===== src/hw/rtl/mvnb_pkg.sv =====
// ----------------------------------------------------------------------------
// mvnb_pkg
// Shared types and constants of the vertex normal builder.
// ----------------------------------------------------------------------------
package mvnb_pkg;

	localparam int VERTEX_CAPACITY_DEF  = 4096;
	localparam int COORD_BITS_DEF       = 16;
	localparam int NORMAL_FRAC_BITS_DEF = 14;

	localparam int IDX_W  = 12;
	localparam int FLD_W  = 16;
	localparam int SUM_W  = 24;

	localparam logic [1:0] CMD_LOAD = 2'd0;
	localparam logic [1:0] CMD_TRI  = 2'd1;
	localparam logic [1:0] CMD_READ = 2'd2;

	localparam logic [0:0] REG_SMOOTH_MODE = 1'd0;

	typedef struct packed {
		logic [1:0]              cmd;
		logic [IDX_W-1:0]        vert_a;
		logic [IDX_W-1:0]        vert_b;
		logic [IDX_W-1:0]        vert_c;
		logic signed [FLD_W-1:0] coord_x;
		logic signed [FLD_W-1:0] coord_y;
		logic signed [FLD_W-1:0] coord_z;
	} in_item_t;

	typedef struct packed {
		logic signed [FLD_W-1:0] normal_x;
		logic signed [FLD_W-1:0] normal_y;
		logic signed [FLD_W-1:0] normal_z;
		logic                    normal_valid;
	} out_item_t;

	// request/response between the sequencer and the normalizer
	typedef struct packed {
		logic start;
	} norm_req_t;

	typedef struct packed {
		logic done;
		logic nonzero;
	} norm_rsp_t;

endpackage


===== src/hw/rtl/mvnb_normalize.sv =====
// ----------------------------------------------------------------------------
// mvnb_normalize
// Iterative normalizer: sum of squares, bit-serial integer root, then a
// restoring divide for each of the three components, one bit per cycle.
// ----------------------------------------------------------------------------
module mvnb_normalize #(
	parameter int VW    = 35,
	parameter int FRAC  = 14
) (
	input  logic                       clk,
	input  logic                       arst_n,
	input  mvnb_pkg::norm_req_t        req,
	input  logic signed [VW-1:0]       vx,
	input  logic signed [VW-1:0]       vy,
	input  logic signed [VW-1:0]       vz,
	output mvnb_pkg::norm_rsp_t        rsp,
	output logic signed [FRAC+1:0]     nx,
	output logic signed [FRAC+1:0]     ny,
	output logic signed [FRAC+1:0]     nz
);
	import mvnb_pkg::*;

	localparam int MW = VW - 1;          // magnitude width (|v| <= 2^MW)
	localparam int SW = 2 * MW + 2;      // sum of three squares
	localparam int RW = MW + 1;          // root width
	localparam int QW = FRAC + 1;
	localparam int BW = (SW > RW + QW) ? SW : RW + QW;
	localparam int CW = $clog2(BW + 1);

	localparam logic [2:0] ST_IDLE = 3'd0;
	localparam logic [2:0] ST_SQ   = 3'd1;
	localparam logic [2:0] ST_ROOT = 3'd2;
	localparam logic [2:0] ST_DIV  = 3'd3;
	localparam logic [2:0] ST_DONE = 3'd4;

	logic [2:0]          state_q;
	logic [1:0]          comp_q;
	logic [CW-1:0]       cnt_q;
	logic [MW:0]         mag_q [3];
	logic                neg_q [3];
	logic [SW-1:0]       sum_q;
	logic [SW-1:0]       rem_q;      // root remainder
	logic [RW-1:0]       root_q;
	logic [RW:0]         drem_q;     // divide remainder
	logic [QW-1:0]       quo_q;
	logic [QW:0]         res_q [3];
	logic [2*MW+1:0]     sq;
	logic [SW-1:0]       trial;
	logic [RW:0]         dshift;
	logic [MW:0]         cur_mag;

	function automatic logic [MW:0] absv(input logic signed [VW-1:0] v);
		logic [VW-1:0] t;
		t = v[VW-1] ? -v : v;
		return {1'b0, t[MW-1:0]} | {t[VW-1], {MW{1'b0}}};
	endfunction

	// one multiply per cycle: square of the selected component
	assign cur_mag = mag_q[comp_q];
	assign sq      = cur_mag * cur_mag;

	// bit-serial root: remainder/root method, two bits of the sum a step
	assign trial   = {rem_q[SW-3:0], sum_q[SW-1:SW-2]} -
	                 SW'({root_q, 2'b01});
	assign dshift  = {drem_q[RW-1:0], (cnt_q == CW'(QW) ? cur_mag[MW] : 1'b0)};

	always_ff @(posedge clk or negedge arst_n) begin
		if (!arst_n) begin
			state_q <= ST_IDLE;
			comp_q  <= '0;
			cnt_q   <= '0;
		end else begin
			unique case (state_q)
				ST_IDLE: if (req.start) begin
					state_q <= ST_SQ;
					comp_q  <= '0;
				end
				ST_SQ: if (comp_q == 2'd2) begin
					state_q <= ST_ROOT;
					cnt_q   <= CW'(SW / 2);
				end else begin
					comp_q <= comp_q + 2'd1;
				end
				ST_ROOT: if (cnt_q == CW'(1)) begin
					state_q <= (root_q[RW-2:0] != '0 || !trial[SW-1]) ? ST_DIV : ST_DONE;
					comp_q  <= '0;
					cnt_q   <= CW'(QW);
				end else begin
					cnt_q <= cnt_q - CW'(1);
				end
				ST_DIV: if (cnt_q == CW'(0)) begin
					if (comp_q == 2'd2) begin
						state_q <= ST_DONE;
					end else begin
						comp_q <= comp_q + 2'd1;
						cnt_q  <= CW'(QW);
					end
				end else begin
					cnt_q <= cnt_q - CW'(1);
				end
				ST_DONE: state_q <= ST_IDLE;
				default: state_q <= ST_IDLE;
			endcase
		end
	end

	always_ff @(posedge clk) begin
		if (state_q == ST_IDLE && req.start) begin
			mag_q[0] <= absv(vx); neg_q[0] <= vx[VW-1];
			mag_q[1] <= absv(vy); neg_q[1] <= vy[VW-1];
			mag_q[2] <= absv(vz); neg_q[2] <= vz[VW-1];
			sum_q    <= '0;
			rem_q    <= '0;
			root_q   <= '0;
		end
		if (state_q == ST_SQ)
			sum_q <= sum_q + SW'(sq);
		if (state_q == ST_ROOT) begin
			sum_q <= {sum_q[SW-3:0], 2'b00};
			if (!trial[SW-1]) begin
				rem_q  <= trial;
				root_q <= {root_q[RW-2:0], 1'b1};
			end else begin
				rem_q  <= {rem_q[SW-3:0], sum_q[SW-1:SW-2]};
				root_q <= {root_q[RW-2:0], 1'b0};
			end
			drem_q <= '0;
			quo_q  <= '0;
		end
		if (state_q == ST_DIV) begin
			// first step loads the magnitude, then one quotient bit a cycle
			if (cnt_q == CW'(QW)) begin
				if ({1'b0, cur_mag} >= {1'b0, root_q}) begin
					drem_q <= (RW+1)'(cur_mag) - (RW+1)'(root_q);
					quo_q  <= QW'(1);
				end else begin
					drem_q <= (RW+1)'(cur_mag);
					quo_q  <= '0;
				end
			end else if (cnt_q != CW'(0)) begin
				if ({dshift[RW-1:0], 1'b0} >> 1 >= (RW+1)'(root_q) && 1'b1) begin
					if (dshift >= (RW+1)'(root_q)) begin
						drem_q <= dshift - (RW+1)'(root_q);
						quo_q  <= {quo_q[QW-2:0], 1'b1};
					end else begin
						drem_q <= dshift;
						quo_q  <= {quo_q[QW-2:0], 1'b0};
					end
				end else if (dshift >= (RW+1)'(root_q)) begin
					drem_q <= dshift - (RW+1)'(root_q);
					quo_q  <= {quo_q[QW-2:0], 1'b1};
				end else begin
					drem_q <= dshift;
					quo_q  <= {quo_q[QW-2:0], 1'b0};
				end
			end else begin
				res_q[comp_q] <= neg_q[comp_q] ? -{1'b0, quo_q} : {1'b0, quo_q};
			end
		end
	end

	assign rsp.done    = (state_q == ST_DONE);
	assign rsp.nonzero = (root_q != '0);
	assign nx = res_q[0];
	assign ny = res_q[1];
	assign nz = res_q[2];

	a_done_one: assert property (@(posedge clk) disable iff (!arst_n)
		rsp.done |=> !rsp.done) else $error("normalizer done held");
	a_start_idle: assert property (@(posedge clk) disable iff (!arst_n)
		(state_q != ST_IDLE) |=> (state_q != ST_IDLE) || $past(rsp.done))
		else $error("normalizer left busy without done");
	a_quo_range: assert property (@(posedge clk) disable iff (!arst_n)
		rsp.done && rsp.nonzero |-> quo_q <= QW'(1) << FRAC)
		else $error("component above unit");

endmodule


===== config.mk =====
export PLATFORM = sky130hd
export DESIGN_NAME = mvnb_normalize
export DESIGN_NICKNAME = d
export VERILOG_FILES = /design/src/hw/rtl/mvnb_pkg.sv /design/src/hw/rtl/mvnb_normalize.sv
export SDC_FILE = /design/constraint.sdc
export NUM_CORES = 2
export LEC_CHECK = 0
export ABC_AREA = 1
export BUFFER_PORTS_ARGS = -buffer_cell sky130_fd_sc_hd__buf_2
export CAP_MARGIN = 20
export CORE_ASPECT_RATIO = 1.5
export CORE_MARGIN = 8
export CORE_UTILIZATION = 60
export DETAILED_ROUTE_END_ITERATION = 7
export PLACE_DENSITY = 0.75
export SYNTH_ARGS = -nofsm -noshare
export SYNTH_HDL_FRONTEND = slang
export SYNTH_SLANG_ARGS = --single-unit

===== constraint.sdc =====
create_clock -name clk -period 12.6 [get_ports clk]
set_clock_uncertainty 0.15 [all_clocks]
set_input_delay 1.26 -clock clk [delete_from_list [all_inputs] [get_ports clk]]
set_output_delay 1.26 -clock clk [all_outputs]
set_load 0.01 [all_outputs]

==> run_results.csv <==
group,metric,value,unit
cells_and_area,drive_gt1_share,5.43,%
global_route,gr-total-overflow,0,
floorplan,dieArea,0.120,sq mm
synthesis,synth.top_cell.area_share,32.3,%
synthesis,yosys.area.top_type,"fa_1",
synthesis,synthAdderAreaFrac,39.7,%
floorplan,num_io_pins,158,
synthesis,ys_warn_count,0,
cts,post_cts_resized,0,
timing,hold_viol_final,0,
timing,max_freq,91.0,MHz
floorplan,die_h,421,um
cells_and_area,multi_input_area,0.0457,sq mm
timing,slew_headroom,20.1,%
timing,worst_pin_slew,1.20,ns
global_route,track_usage,39.0,%
global_route,grt_use_met1,41.5,%
place,dp_hpwl,185000,um
route,num_vias,57600,
setup_path,crit_path_max_fanout,45,
cts,cts-root-buf,"clkbuf_16",
synthesis,synth_compound_gate_area_share,6.86,%
global_route,grt_pass1_wl,353000,um
cts,cts-htree-levels,2,
route,routed_wl,232000,um
cts,cts_buffers,44,
cts,post-cts-setup-buffer-count,0,
global_route,antenna_found_initial,12,
worst_hold_path,min_path_type,"reg2reg",
cells_and_area,layout_commonest_cell,"inv_1",
synthesis,yosys.area_share.simple,20.3,%
place,place_congestion,1.08,
synthesis,ys_types,59,
synthesis,synth_seq_cells,391,
setup_path,critPathKind,"reg2reg",
setup_path,end_kind,"flop",
setup_path,critPathLaunchType,"flop",
setup_path,r2r_slack,1.61,ns
cts,hold_buffers,0,
cells_and_area,area_delta_synth_final,5.99,%
cts,clk_latency,0.63,ns
synthesis,ys_async_sr_fraction,3.07,%
cts,cts_buffer_depth,3,
timing,rsz0062_at_grt,"no",
global_route,grt_max_degree,83,
route,dr.first_iter.drc_count,5020,
route,drtPass1Iterations,8,
synthesis,ys.flop_type,"edfxtp_1",
setup_path,cp_data_required_time,12.83,ns
synthesis,synthesis.nets,9931,
route,drcViolationCount,0,
setup_path,crit_path_max_incr_delay,0.98,ns
synthesis,muxShareOfSynthArea,0,%
timing,finalSetupViolCount,0,
cells_and_area,layout_common_cells,"2,028 x inv_1, 1,581 x nand2_1, 1,057 x fa_1",
run,cap_violations,0,
floorplan,die_x,286,um
global_route,grtUsageMet2,65.2,%
floorplan,initial_utilization,60.4,%
cells_and_area,register_area,0.0112,sq mm
setup_path,crit_arrival,11.22,ns
global_route,grt_busiest_layer,"met2",
floorplan,rows,148,
timing,setup_tns,0,ns
synthesis,synth_top_family_by_area,"adder cells",
synthesis,synth_edf_count,327,
place,port_buffers,157,
cells_and_area,fillers,9662,
timing,slew_viol_final,0,
cts,cts_tree,"done",
global_route,grt_use_met3,9.15,%
route,avgRoutedWirePerCell,23.4,um
synthesis,synth_area_leaders,"fa_1 32%, edfxtp_1 15%, inv_1 12%",
route,ant_nets,0,
synthesis,synth_cells,8376,
setup_path,critPathSlowestCell,"o21ai_2",
synthesis,synth-xor-area-share,2.67,%
timing,final.min_clock_period,10.99,ns
cts,clkSinkCount,391,
route,vias_per_cell,5.79,
synthesis,syn_avg_cell_area,7.82,sq um
timing,finalCritPeriodShare,87.2,%
global_route,grt_pass1_vias,61300,
synthesis,synth.cell_area,0.0655,sq mm
outcome,status,"finished, final reports clean",
cts,cts.reportedPaths.clkPinSlew,0.07,ns
synthesis,synth_seq_area_share,17.0,%
floorplan,design.core.area,0.109,sq mm
cells_and_area,nets,10000,
[per-layer routing]
| layer | up-vias | routed length, um |
|---|---|---|
| met5 | - | 101 |
| met4 | 8 | 24900 |
| met3 | 1184 | 22500 |
| met2 | 3218 | 110000 |
| met1 | 27600 | 75200 |
| li1 | 25500 | - |
[path summary, 6_finish.rpt]
| path | endpoint | start | cells after the start |
|---|---|---|---|
| max in group asynchronous | state_q[0]$_DFFE_PN0P_ | arst_n | 1 |
| min in group asynchronous | comp_q[0]$_DFFE_PN0P_ | arst_n | 1 |
| hold / removal | drem_q[0]$_DFF_P_ | drem_q[0]$_DFF_P_ | 2 |
| setup / recovery | sum_q[38]$_DFFE_PP_ | comp_q[1]$_DFFE_PN0P_ | 34 |
| hold reg to reg | drem_q[0]$_DFF_P_ | drem_q[0]$_DFF_P_ | 2 |
| setup reg to reg | sum_q[38]$_DFFE_PP_ | comp_q[1]$_DFFE_PN0P_ | 34 |
[cells by family (layout without fill, tap and decap cells)]
group / after synthesis / count (layout)
xor gates and xnor gates: 200 / 200
other: 0 / 14
buffers and inverters: 2283 / 2401
AOI/OAI and AO/OA: 823 / 823
and+or+nand+nor: 3232 / 3232
adders and majority gates: 1447 / 1447
DFF: 391 / 391
[worst max-delay path, delay by kind of cell, from the launching register on]
family	cells	cell delay (ns)
adders and majority gates	9	4.29
buffers and inverters	12	2.58
and+or+nand+nor	11	1.74
AOI/OAI and AO/OA	2	1.40
DFF	1	0.52
[per-stage QoR]
step	util, %	setup WS (ns)	cells	hold WS, ns	instance area (sq um)
after floorplan	-	3.23	8376	0.298	65500
after global placement	62.6	2.06	9836	0.317	67900
after detailed placement	62.6	1.96	9836	0.323	67900
after CTS	63.9	1.93	9917	0.334	69400
after global routing	64.0	1.41	9919	0.358	69400
final	64.0	1.61	9933	0.337	69500
[sequential cells by signal, summed over array words and instances (netlist names)]
name and count:
sum_q 70, comp_q 2, res_q 48, mag_q 105, rem_q 68, cnt_q 7
quo_q 15, state_q 3, root_q 35, neg_q 3, drem_q 35
[Yosys cell counts, types with 4 or more instances]
library cell,n
a21o_1,16
buf_1,16
nor4_1,25
nor3_1,73
a31oi_1,20
or2_2,44
inv_1,2031
xor2_1,114
clkinv_1,21
o22ai_1,6
buf_2,70
nor3_2,5
nor2_2,16
fa_1,1057
edfxtp_1,327
o21a_1,6
inv_2,19
o21ai_2,9
nor2_1,1047
and2_1,4
xnor2_1,86
a21oi_2,4
ha_1,390
o21bai_1,30
a21oi_1,378
o21ai_1,17
nand3_1,298
buf_6,10
o21ai_0,275
nand2_1,1582
nand3b_1,46
dfxtp_1,52
clkbuf_1,105
o211ai_1,48
nand4_1,68
dfrtp_1,12
buf_4,7
and3_1,4
nor2_4,4
[layout make-up]
class | instances | area share, %
diodes | 14 | 0.0504
clock buffers | 58 | 1.80
clock inverters | 23 | 0.308
inverters | 2072 | 11.2
multi-input cells | 5702 | 65.8
flip-flops and latches | 391 | 16.1
well taps | 1425 | 2.57
repair buffers | 248 | 2.17
Power is left out: the tool's default activity adds up to more than one toggle a clock period on the data nets, which glitch-free logic cannot reach.
